`src/rtl/core/psob_pkg.sv`:
```
package psob_pkg;
	localparam int PriceW = 16;
	localparam int AmountW = 16;
	localparam int TraderW = 16;

	typedef enum logic {
		OP_INSERT = 1'b0,
		OP_QUERY  = 1'b1
	} opcode_t;

	typedef enum logic {
		SIDE_BUY  = 1'b0,
		SIDE_SELL = 1'b1
	} side_t;

	typedef struct packed {
		logic [PriceW-1:0]  price;
		logic [AmountW-1:0] amount;
		logic [TraderW-1:0] trader;
	} order_t;

	// classified request passed from front to back
	typedef struct packed {
		opcode_t op;
		side_t   side;
		order_t  ord;
	} req_t;

	typedef struct packed {
		logic                accepted;
		logic                book_full;
		logic                match_found;
		logic [TraderW-1:0]  match_trader;
		logic [PriceW-1:0]   match_price;
		logic [AmountW-1:0]  match_amount;
	} rsp_t;
endpackage

```
`src/rtl/core/psob_front.sv`:
```
// Input stage: registers the request and holds it until the back end takes it.
module psob_front (
	input  logic            clk,
	input  logic            arst_n,
	input  logic            push,
	output logic            full,
	input  psob_pkg::req_t  req_in,
	output logic            req_vld,
	input  logic            req_rdy,
	output psob_pkg::req_t  req_out
);
	import psob_pkg::*;

	localparam int Depth = 2;

	req_t        mem_q [Depth];
	logic        wp_q, rp_q;
	logic [1:0]  cnt_q;
	logic        do_push, do_pop;

	assign full    = (cnt_q == 2'(Depth));
	assign req_vld = (cnt_q != 2'd0);
	assign req_out = mem_q[rp_q];
	assign do_push = push && !full;
	assign do_pop  = req_vld && req_rdy;

	always_ff @(posedge clk) begin
		if (do_push) begin
			mem_q[wp_q] <= req_in;
		end
	end

	always_ff @(posedge clk or negedge arst_n) begin
		if (!arst_n) begin
			wp_q  <= 1'b0;
			rp_q  <= 1'b0;
			cnt_q <= 2'd0;
		end else begin
			if (do_push) wp_q <= ~wp_q;
			if (do_pop)  rp_q <= ~rp_q;
			cnt_q <= cnt_q + 2'(do_push) - 2'(do_pop);
		end
	end
endmodule

```
`src/rtl/core/psob_side.sv`:
```
// One sorted side: a row of shift-in cells.
module psob_side #(
	parameter int BOOK_DEPTH = 16,
	parameter bit ASCENDING  = 1'b1
) (
	input  logic              clk,
	input  logic              arst_n,
	input  logic              ins,
	input  psob_pkg::order_t  ord,
	output logic              is_full,
	output logic              not_empty,
	output psob_pkg::order_t  head
);
	import psob_pkg::*;

	localparam int CntW = $clog2(BOOK_DEPTH + 1);

	order_t          cell_q [BOOK_DEPTH];
	logic [CntW-1:0] cnt_q;
	logic [BOOK_DEPTH-1:0] ahead;  // cell ranks equal or better, stays put

	assign is_full   = (cnt_q == CntW'(BOOK_DEPTH));
	assign not_empty = (cnt_q != '0);
	assign head      = cell_q[0];

	always_comb begin
		for (int i = 0; i < BOOK_DEPTH; i++) begin
			if (CntW'(i) >= cnt_q) begin
				ahead[i] = 1'b0;
			end else if (ASCENDING) begin
				ahead[i] = (cell_q[i].price <= ord.price);
			end else begin
				ahead[i] = (cell_q[i].price >= ord.price);
			end
		end
	end

	always_ff @(posedge clk) begin
		if (ins && !is_full) begin
			for (int i = 0; i < BOOK_DEPTH; i++) begin
				if (!ahead[i]) begin
					if (i == 0 || ahead[(i == 0) ? 0 : i-1]) begin
						cell_q[i] <= ord;
					end else begin
						cell_q[i] <= cell_q[(i == 0) ? 0 : i-1];
					end
				end
			end
		end
	end

	always_ff @(posedge clk or negedge arst_n) begin
		if (!arst_n) begin
			cnt_q <= '0;
		end else if (ins && !is_full) begin
			cnt_q <= cnt_q + CntW'(1);
		end
	end
endmodule

```
`src/rtl/core/psob_back.sv`:
```
// Back end: executes requests on both sides and holds a two-entry result queue.
module psob_back #(
	parameter int BOOK_DEPTH = 16
) (
	input  logic            clk,
	input  logic            arst_n,
	input  logic            req_vld,
	output logic            req_rdy,
	input  psob_pkg::req_t  req,
	output logic            empty,
	input  logic            pop,
	output psob_pkg::rsp_t  rsp
);
	import psob_pkg::*;

	order_t buy_head, sell_head;
	logic   buy_full, sell_full, buy_ne, sell_ne;
	logic   take, ins_buy, ins_sell;
	rsp_t   res;
	rsp_t   q_q [2];
	logic   wp_q, rp_q;
	logic [1:0] cnt_q;
	logic   do_pop;

	assign req_rdy  = (cnt_q != 2'd2);
	assign take     = req_vld && req_rdy;
	assign ins_buy  = take && req.op == OP_INSERT && req.side == SIDE_BUY;
	assign ins_sell = take && req.op == OP_INSERT && req.side == SIDE_SELL;

	psob_side #(.BOOK_DEPTH(BOOK_DEPTH), .ASCENDING(1'b0)) u_buy (
		.clk, .arst_n, .ins(ins_buy), .ord(req.ord),
		.is_full(buy_full), .not_empty(buy_ne), .head(buy_head)
	);
	psob_side #(.BOOK_DEPTH(BOOK_DEPTH), .ASCENDING(1'b1)) u_sell (
		.clk, .arst_n, .ins(ins_sell), .ord(req.ord),
		.is_full(sell_full), .not_empty(sell_ne), .head(sell_head)
	);

	always_comb begin
		res = '0;
		if (req.op == OP_INSERT) begin
			res.book_full = (req.side == SIDE_BUY) ? buy_full : sell_full;
			res.accepted  = ~res.book_full;
		end else if (req.side == SIDE_BUY) begin
			if (sell_ne && sell_head.price <= req.ord.price) begin
				res.match_found  = 1'b1;
				res.match_trader = sell_head.trader;
				res.match_price  = sell_head.price;
				res.match_amount = sell_head.amount;
			end
		end else begin
			if (buy_ne && buy_head.price >= req.ord.price) begin
				res.match_found  = 1'b1;
				res.match_trader = buy_head.trader;
				res.match_price  = buy_head.price;
				res.match_amount = buy_head.amount;
			end
		end
	end

	assign empty  = (cnt_q == 2'd0);
	assign rsp    = q_q[rp_q];
	assign do_pop = pop && !empty;

	always_ff @(posedge clk) begin
		if (take) q_q[wp_q] <= res;
	end

	always_ff @(posedge clk or negedge arst_n) begin
		if (!arst_n) begin
			wp_q  <= 1'b0;
			rp_q  <= 1'b0;
			cnt_q <= 2'd0;
		end else begin
			if (take)   wp_q <= ~wp_q;
			if (do_pop) rp_q <= ~rp_q;
			cnt_q <= cnt_q + 2'(take) - 2'(do_pop);
		end
	end
endmodule

```
`src/rtl/core/price_sorted_order_book.sv`:
```
// Channel   | Handshake            | Fields
// ----------+----------------------+----------------------------------------------
// request   | push / full          | opcode, order_side, order_price, order_amount,
//           |                      | trader_id
// result    | empty / pop          | accepted, book_full, match_found,
//           |                      | match_trader, match_price, match_amount
//
// One request per cycle sustained while results are popped; a request waits in the
// front queue, then the back end's sorted insert or head compare fills the back queue.
// Each side is a row of BOOK_DEPTH shift-in cells, so an insert compares against every cell in parallel.
// arst_n clears both order counts and both queues; cell contents stay unknown.
// A stalled result side fills the back queue, then the front queue, then full rises.
module price_sorted_order_book #(
	parameter int BOOK_DEPTH = 16
) (
	input  logic        clk,
	input  logic        arst_n,
	input  logic        push,
	output logic        full,
	input  logic        opcode,
	input  logic        order_side,
	input  logic [15:0] order_price,
	input  logic [15:0] order_amount,
	input  logic [15:0] trader_id,
	output logic        empty,
	input  logic        pop,
	output logic        accepted,
	output logic        book_full,
	output logic        match_found,
	output logic [15:0] match_trader,
	output logic [15:0] match_price,
	output logic [15:0] match_amount
);
	import psob_pkg::*;

	req_t req_in, req_q;
	logic req_vld, req_rdy;
	rsp_t rsp;

	// pack incoming request
	assign req_in.op         = opcode_t'(opcode);
	assign req_in.side       = side_t'(order_side);
	assign req_in.ord.price  = order_price;
	assign req_in.ord.amount = order_amount;
	assign req_in.ord.trader = trader_id;

	psob_front u_front (
		.clk, .arst_n, .push, .full, .req_in,
		.req_vld, .req_rdy, .req_out(req_q)
	);

	psob_back #(.BOOK_DEPTH(BOOK_DEPTH)) u_back (
		.clk, .arst_n, .req_vld, .req_rdy, .req(req_q),
		.empty, .pop, .rsp
	);

	assign accepted     = rsp.accepted;
	assign book_full    = rsp.book_full;
	assign match_found  = rsp.match_found;
	assign match_trader = rsp.match_trader;
	assign match_price  = rsp.match_price;
	assign match_amount = rsp.match_amount;
endmodule

```
`config.mk`:
```
export PLATFORM = sky130hd
export DESIGN_NAME = price_sorted_order_book
export DESIGN_NICKNAME = d
export VERILOG_FILES = /design/src/rtl/core/psob_pkg.sv /design/src/rtl/core/psob_front.sv /design/src/rtl/core/psob_side.sv /design/src/rtl/core/psob_back.sv /design/src/rtl/core/price_sorted_order_book.sv
export SDC_FILE = /design/constraint.sdc
export NUM_CORES = 1
export LEC_CHECK = 0
export BUFFER_PORTS_ARGS = -buffer_cell sky130_fd_sc_hd__buf_4
export CORE_ASPECT_RATIO = 1.75
export CORE_MARGIN = 2
export CORE_UTILIZATION = 59
export DETAILED_ROUTE_END_ITERATION = 8
export HOLD_SLACK_MARGIN = 0.05
export PLACE_DENSITY = 0.79
export SYNTH_ARGS = -nofsm -noshare
export SYNTH_HDL_FRONTEND = slang
export SYNTH_HIERARCHICAL = 1
export SYNTH_SLANG_ARGS = --single-unit
```
`constraint.sdc`:
```
create_clock -name clk -period 6.8 [get_ports clk]
set_input_delay 0.34 -clock clk [delete_from_list [all_inputs] [get_ports clk]]
set_output_delay 0.34 -clock clk [all_outputs]
set_load 0.1 [all_outputs]
```
Word-level counts from Yosys, hierarchy flattened --
Memories as Yosys holds them, arrays and structs flattened. Cells that the tools add are included.
Operators by class: add/sub/neg operators 6, order comparisons 64, eq/ne operators 4, multiplexer cells 316, bitwise operators 37, reduce and logical (&&, ||, !) cells 18
Operator list (number):
- $mux 48 | 30
- $mux 1 | 281
- $ge 16x16->1 | 16
- $le 16x16->1 | 16
- $mux 49 | 4
- $ge 4x5->1 const A | 16
- $ge 3x5->1 const A | 8
- $or 1x1->1 | 30
- $ge 1x5->1 const A | 4
- $ge 2x5->1 const A | 4
- $add 5x1->5 const B | 2
- $eq 5x5->1 const B | 2
- $logic_and 1x1->1 | 10
- $reduce_bool 5->1 | 2
- $not 1->1 | 7
- $add 2x1->2 | 2
- $logic_not 1->1 | 4
- $sub 2x1->2 | 2
- $eq 2x2->1 const B | 1
- $logic_not 2->1 | 1
- $mux 2 | 1
- $ne 2x2->1 const B | 1
- $reduce_bool 2->1 | 1
Storage, ports and cells: bits in registers 18, memory bits (writable) 1738, input port bits 54, output and inout bits 53, word-level logic and storage cells 457, memories kept 4
Memory list:
- u_back.u_buy.cell_q | depth 16, bits a word 48, read ports 16, clocked after Yosys merged registers in 0, write ports 16, RTL line psob_side.sv:18 | order_t cell_q [BOOK_DEPTH];
- u_back.u_sell.cell_q | depth 16, bits a word 48, read ports 16, clocked after Yosys merged registers in 0, write ports 16, RTL line psob_side.sv:18
- u_back.q_q | depth 2, bits a word 51, read ports 1, clocked after Yosys merged registers in 0, write ports 1, RTL line psob_back.sv:20 | rsp_t q_q [2];
- u_front.mem_q | depth 2, bits a word 50, read ports 1, clocked after Yosys merged registers in 0, write ports 1, RTL line psob_front.sv:16 | req_t mem_q [Depth];

Longest topological paths before layout --
Gate-level depths: netlist of the first run.
depth in word-level cells 8, mapped depth 12, depth with buffers taken out 8

Hierarchy --
Netlist of the first run, hierarchy kept.
Modules (own cells, without submodules):
- psob_back | instances 1, cells an instance 396, area an instance 5591.6 um^2, seq. area each 3163.0 um^2
- psob_front | instances 1, cells an instance 174, area an instance 4066.4 um^2, seq. area each 3103.0 um^2
- psob_side (u_back.u_sell) | instances 1, cells an instance 130, area an instance 2129.5 um^2, seq. area each 1566.5 um^2
- psob_side (u_back.u_buy) | instances 1, cells an instance 128, area an instance 2112.0 um^2, seq. area each 1566.5 um^2

Least setup slack after synthesis of the first run --
OpenSTA, ideal clock, no wires.
path kind register -> register, from register u_front.rp_q, to memory u_back/u_buy/cell_q[0][0] (netlist name) (enable), setup time 0.525 ns, data arrival time 5.787 ns, required time 6.275 ns, path slack 0.487 ns, stages on the path, launching flop included 10, buffers on the path 4, clock period less this slack 6.313 ns, cells stage by stage dfrtp_1 > buf_6 > buf_12 > mux2_4 > clkbuf_1 > buf_1 > nor3_1 > nand2b_1 > a2111o_1 > o31ai_1
RTL lines:
- start, declared | RTL line psob_front.sv:17 | logic wp_q, rp_q;
- start signal, assigned | RTL line psob_front.sv:40 | if (do_pop) rp_q <= ~rp_q;
- end, declared | RTL line psob_side.sv:18

==> metrics.md, run 1 <==
| Metric | Value |
|---|---|
| Outcome | complete, no violations |
| Required time of the critical path | 6.99 ns |
| Syn avg cell area | 16.8 sq um |
| Ys Warns | 6 |
| DIE AREA | 24,900 sq um |
| Slew @ Worst Pin | 1.09 ns |
| Post-route ant nets | 0 |
| Max-slew violation count | 0 |
| First-pass GRT wire length | 42,400 microns |
| Post-CTS Setup Inserts | 0 |
| DRC viols | 0 |
| Fmax | 0.226 GHz |
| Initial antenna violation count | 0 |
| Hold Startpoint | push |
| Chip Width | 120 microns |
| Max Cap Viol | 0 |
| DP HPWL | 17,800 microns |
| Gr usage total | 22.2% |
| CP startpoint kind | flip-flop |
| Root buf cell | clkbuf_16 |
| R2R setup slack | 2.38 ns |
| Worst setup path class | flip-flop to flip-flop |
| Post-synth top flop | edfxtp_1 |
| Final WL | 26,900 microns |
| Multi-input logic area | 4100 sq um |
| Antenna Cells | 0 |
| Post-synth cell types | 49 |
| Fin crit share | 65.0% |
| Post-layout min period | 4.42 ns |
| Nets@finish | 1,119 |
| Fraction of registers with async set/reset | 5.70% |
| Clock Latency Late Sink | 0.55 ns |
| Worst-path fanout max | 51 |
| Area Growth Syn to Fin | 17.4% |
| RSZ-0062 raised after global routing | false |
| Clock transition at the registers of the reported paths | 0.07 ns |
| FF+latch count, synth | 316 |
| Via density | 5.75 |
| Initial core utilization | 59.8% |
| IO buf count | 106 |
| Layout Skew | 0.0101 ns |
| Final RePlAce weighted congestion | 0.928 |
| Share of cells above drive strength 1 | 27.2% |
| Hold Path Class | input port to flip-flop |
| Hold Path Cell Cnt | 3 |
| Die H | 207 microns |
| CTS tree | built |
| 1st-pass router iterations | 5 |
| Max incr delay on CP | 1.09 ns |
| Fillers | 1,502 |
| CTS Sinks | 316 |
| Reg2Reg Depth | 6 |
| Cells after Synth | 828 |
| Core area | 23,200 sq um |
| Total gr overflow | 0 |
| Clock Path Buffers | 3 |
| Row cnt | 74 |
| Arr. time, crit path | 4.62 ns |
| Syn nets | 954 |
| Cell chain of the critical path | mux2_4 -> nor3_1 -> nand2b_1 -> a2111o_1 -> o31ai_4 -> buf_4 |
| Final hold violation count | 0 |
| Pin count of the biggest net entering global routing | 52 |
| Mapped Area | 13,900 sq um |
| Worst hold margin | 0.178 ns |
| H-tree depth | 1 |
| R2r endpoint | u_back/u_buy/cell_q[0][17] |
| EDFF count, synth | 298 |
| FF-to-FF Start | u_front/rp_q |
| Worst Hold End | u_front/wp_q |
| TritonCTS Buffers | 26 |
| Vias | 7,567 |
| Final setup vio count | 0 |
| Slowest stage cell, crit path | dfrtp_4 |
| Final core utilization | 70.2% |
| Post-CTS Resized | 0 |
| DR WL/cell | 20.4 microns |
| Starting DRT DRC Count | 424 |
| Setup_tns | 0 ns |
| Setup slack after layout | 2.38 ns |
| Setup crit end kind | flip-flop |
| Post-Place Setup Slack | 2.33 ns |
| Seq/Total Area, Yosys | 67.6% |
| Vias in the first global route | 7,971 |
| Worst slew margin | 27.2% |
| Area taken by flip-flops and latches | 9400 sq um |
| IO Pins | 107 |
## cells in the final DEF, fill, tap and decap left out, types with 3 or more instances in the layout
master / instances
edfxtp_1: 298
buf_4: 119
ha_1: 72
inv_1: 60
mux2_2: 53
dlygate4sd3_1: 51
a211oi_1: 51
mux2i_1: 49
mux2_4: 49
clkbuf_16: 26
a21oi_1: 19
dfrtp_1: 16
nand2_1: 14
xnor2_1: 14
nand4_1: 11
nor2_1: 8
nand3_1: 8
o21ai_0: 7
a21o_1: 7
nor2b_1: 6
o211ai_1: 6
clkbuf_1: 5
clkinv_2: 5
nand2b_1: 5
and4_1: 4
nor3_1: 4
clkinv_1: 3
## flip-flops by register name, indices dropped and copies added (netlist names)
signal,cells
u_back/rp_q,1
u_back/u_buy/cnt_q,5
u_back/q_q,102
u_front/rp_q,1
u_back/wp_q,1
u_front/cnt_q,2
u_back/u_sell/cell_q,48
u_back/cnt_q,2
u_front/mem_q,100
u_back/u_buy/cell_q,48
u_back/u_sell/cnt_q,5
u_front/wp_q,1
## worst max-delay path: cells and delay by family, from the launching register on
| family | cells | cell delay (ns) |
|---|---|---|
| muxes | 1 | 0.53 |
| DFF | 1 | 1.09 |
| AOI/OAI and AO/OA | 2 | 1.33 |
| and+or+nand+nor | 2 | 0.54 |
| buffers and inverters | 1 | 0.52 |
## layer usage
metal | routed length, microns | vias to the layer above | global-route usage, %
met5 | 0 | - | 0
met4 | 1220 | 0 | 10.9
met3 | 989 | 72 | 2.62
met2 | 15000 | 199 | 41.1
met1 | 9680 | 3771 | 24.7
li1 | - | 3525 | -
## synth_stat cells, types with 6 or more instances
library cell	n	share of area, %
nand4_1	11	0.50
mux2_2	53	4.3
mux2_4	49	5.3
nor2b_1	6	0.27
xnor2_1	14	0.88
edfxtp_1	298	64
ha_1	72	6.5
nand2_1	14	0.38
o21ai_0	7	0.25
o211ai_1	6	0.32
a21oi_1	20	0.72
inv_1	60	1.6
mux2i_1	49	3.5
nand3_1	8	0.29
nor2_1	10	0.27
a21o_1	7	0.38
dfrtp_1	18	3.2
a211oi_1	51	2.8
clkbuf_1	20	0.54
## worst max-delay path by stage
stage	from	endpoint	slack (ns)	cells after the start
2_1_floorplan	u_front/rp_q	u_back/u_buy/cell_q[0][0]	0.49	9
3_3_place_gp	u_front/rp_q	u_back/u_buy/cell_q[0][19]	2.39	8
3_5_place_dp	u_front/rp_q	u_back/u_buy/cell_q[0][18]	2.33	6
4_1_cts	u_front/rp_q	u_back/u_buy/cell_q[0][10]	2.30	6
5_1_grt	u_front/rp_q	u_back/u_buy/cell_q[0][8]	2.11	8
6_report	u_front/rp_q	u_back/u_buy/cell_q[0][17]	2.38	6
## kinds of logic after synthesis
group,after synthesis,share of synthesized area (%)
adder cells (fa/ha/maj),72,6.48
AO/OA/AOI/OAI,104,5.36
XOR/XNOR,16,1.01
buffers and inverters,93,3.25
multiplexers,151,13.1
flip-flops,316,67.6
AND/OR/NAND/NOR,76,3.17
## area by class of cell
class | count | area share (%)
Multi-Input combinational cell | 419 | 25.1
Tap cell | 304 | 2.33
Inverter | 60 | 1.38
Timing Repair Buffer | 170 | 8.60
Sequential cell | 316 | 57.6
Clock inverter | 14 | 0.705
Clock buffer | 33 | 4.27
## metrics by stage
step           area [sq um]  cells
5_1_grt               16300   1316
3_5_place_dp          15000   1218
2_1_floorplan         13900    828
6_report              16300   1316
3_3_place_gp          15000   1218
4_1_cts               16300   1316
## repair_timing
| item | 4_1_cts | 5_1_grt |
|---|---|---|
| setup endpoints to repair | 0 | 0 |
| hold buffers | 51 | 0 |
| endpoints found under the hold margin | 118 | 0 |
Power of run 1 is left out: the tool's default activity adds up to more than one toggle a clock period on the data nets, which glitch-free logic cannot reach.
==> run 2: changes to the inputs <==
- CORE_UTILIZATION: 59 -> 54
- PLACE_DENSITY: 0.79 -> 0.76
- clock period: 6.8 -> 4 ns (I/O delays scaled with it)
==> metrics.md, run 2 (synthesis gave the netlist of run 1 again) <==
| Metric | Value |
|---|---|
| Met3 routed WL | 1040 microns (+5.4%) |
| Final core utilization | 65.3% (-5.0 points) |
| Vias | 7,505 (-0.82%) |
| R2R setup slack | 0.52 ns (-1.86 ns) |
| CTS Sinks | 316 (unchanged) |
| Fin crit share | 87.1% (+22 points) |
| IO buf count | 106 (unchanged) |
| Commonest non-fill, non-tap cell in the layout | edfxtp_1 |
| Worst slew margin | 34.8% (+7.6 points) |
| Core area | 25,300 sq um (+9.0%) |
| Starting DRT DRC Count | 491 (+16%) |
| Reg2Reg Depth | 9 (+3) |
| FF-to-FF Start | u_front/rp_q |
| Most flops, register | u_back/q_q |
| Gr usage total | 19.9% (-2.2 points) |
| Hold Startpoint | trader_id[3] |
| Row cnt | 77 (+4.1%) |
| CP Depth | 9 (+3) |
| Worst-path fanout max | 25 (-51%) |
| # hold bufs at CTS | 54 (+5.9%) |
| Antenna Cells | 0 (unchanged) |
| Post-Route M1 WL | 9570 microns (-1.2%) |
| First-pass GRT wire length | 42,100 microns (-0.75%) |
| Fillers | 1,728 (+15%) |
| Hold Path Class | input port to flip-flop |
| Initial antenna violation count | 0 (unchanged) |
| Max incr delay on CP | 0.79 ns (-0.30 ns) |
| DRC viols | 0 (unchanged) |
| Worst setup path class | flip-flop to flip-flop |
| Root buf cell | clkbuf_16 |
| CP delay by family, top | compound AO/OA/AOI/OAI gates |
| Top flop regs | u_back/q_q (102), u_front/mem_q (100) |
| 1st-pass router iterations | 5 (unchanged) |
| Cell chain of the critical path | mux2_4 -> inv_1 -> ha_1 -> nor2b_1 -> o211ai_1 -> a2111oi_2 -> a211oi_1 -> a21oi_4 -> buf_12 |
| IO Pins | 107 (unchanged) |
| Required time of the critical path | 4.26 ns (-2.73 ns) |
| CTS tree | built |
| Hold Path Cell Cnt | 2 (-1) |
| Metal2 WL | 15,100 microns (+0.63%) |
| Bufs and invs on worst path | 2 (+1) |
| Max FFs per register | 102 (unchanged) |
| Fmax | 0.287 GHz (+27%) |
| Slew @ Worst Pin | 0.975 ns (-0.117 ns) |
| Final setup vio count | 0 (unchanged) |
| TritonCTS Buffers | 27 (+3.8%) |
| Nets@finish | 1,129 (+0.89%) |
| Clock Latency Late Sink | 0.56 ns (about the same) |
| Post-layout min period | 3.48 ns (-0.939 ns) |
| Pin count of the biggest net entering global routing | 51 (-1.9%) |
| RSZ-0062 raised after global routing | false |
| Outcome | complete, no violations |
| Final RePlAce weighted congestion | 0.916 (-1.3%) |
| Vias in the first global route | 7,806 (-2.1%) |
| DR WL/cell | 19.9 microns (-2.4%) |
| Clock Path Buffers | 3 (unchanged) |
| Final non-filler cell total | 1,338 (+1.7%) |
| Via density | 5.61 (-2.5%) |
| Commonest cells after routing, fill and taps aside | edfxtp_1 (298), buf_4 (124), ha_1 (72) |
| Arr. time, crit path | 3.74 ns (-0.88 ns) |
| Die H | 216 microns (+4.4%) |
| Initial core utilization | 54.9% (-5.0 points) |
| Post-route ant nets | 0 (unchanged) |
| H-tree depth | 1 (unchanged) |
| Layout Skew | 0.0124 ns (+0.00235 ns) |
| Final hold violation count | 0 (unchanged) |
| Max-slew violation count | 0 (unchanged) |
| Setup_tns | 0 ns (unchanged) |
| Placed instance count | 1,236 (+1.5%) |
| Post-CTS Setup Inserts | 0 (unchanged) |
| Post-CTS Resized | 0 (unchanged) |
| Slowest stage cell, crit path | a21oi_4 |
| Clock transition at the registers of the reported paths | 0.06 ns (about the same) |
| Final WL | 26,700 microns (-0.79%) |
| Max Cap Viol | 0 (unchanged) |
| DIE AREA | 27,100 sq um (+9.0%) |
| Area Growth Syn to Fin | 19.0% |
| Max layer used | met4 |
| Share of cells above drive strength 1 | 27.6% (+0.42 points) |
| Total gr overflow | 0 (unchanged) |
| Chip Width | 125 microns (+4.4%) |
| Setup crit end kind | flip-flop |
| DP HPWL | 17,700 microns (-0.72%) |
| CP startpoint kind | flip-flop |
| R2r endpoint | u_back/u_sell/cell_q[0][4] |
| Worst Hold End | u_front/mem_q[1][3] |
## run 2: cell count changes in the layout (fill, tap and decap cells not counted), sizes merged
cell / change
buf: +6
clkinv: -1
inv: +2
clkbuf: -2
bufinv: +4
clkinvlp: -2
dlygate4sd3: +3
## run 2: worst reg2reg max path, cell delays in order, from the launching register on
cell and delay (ns):
dfrtp_4 0.68, mux2_4 0.28, inv_1 0.05, ha_1 0.28, nor2b_1 0.13, o211ai_1 0.16, a2111oi_2 0.36, a211oi_1 0.14
a21oi_4 0.79, buf_12 0.29
## run 2: worst max path at each step
stage,start,endpoint
finish,u_front/rp_q,u_back/u_sell/cell_q[0][4]
global route,u_front/rp_q,u_back/u_sell/cell_q[0][4]
CTS,u_front/rp_q,u_back/u_sell/cell_q[0][0]
detailed placement,u_front/rp_q,u_back/u_sell/cell_q[0][4]
global placement,u_front/rp_q,u_back/u_sell/cell_q[0][4]
floorplan,u_front/rp_q,u_back/u_sell/cell_q[0][0]
## run 2: through the flow
step           area [sq um]  worst slack [ns]  hold slack [ns]
3_5_place_dp          15100             0.524           0.0945
4_1_cts               16500             0.509            0.336
2_1_floorplan         13900            0.0191          -0.0956
5_1_grt               16500             0.328            0.354
6_report              16500             0.516            0.359
3_3_place_gp          15100             0.602           0.0911
## run 2: area by class of cell
cell class	instances	area [sq um]	share of cell area [%]
Clock buffer	31	691	4.18
Tap cell	316	395	2.39
Clock inverter	17	234	1.41
Sequential cell	316	9400	56.9
Inverter	60	225	1.36
Timing Repair Buffer	179	1490	9.02
Multi-Input combinational cell	419	4100	24.8
## run 2: per-layer routing
layer  vias to the layer above  track usage [%]
met2                       195             38.5
li1                       3548                -
met4                         0             8.19
met5                         -                0
met3                        64             2.47
met1                      3698             21.8
Power of run 2 is left out for the same reason.
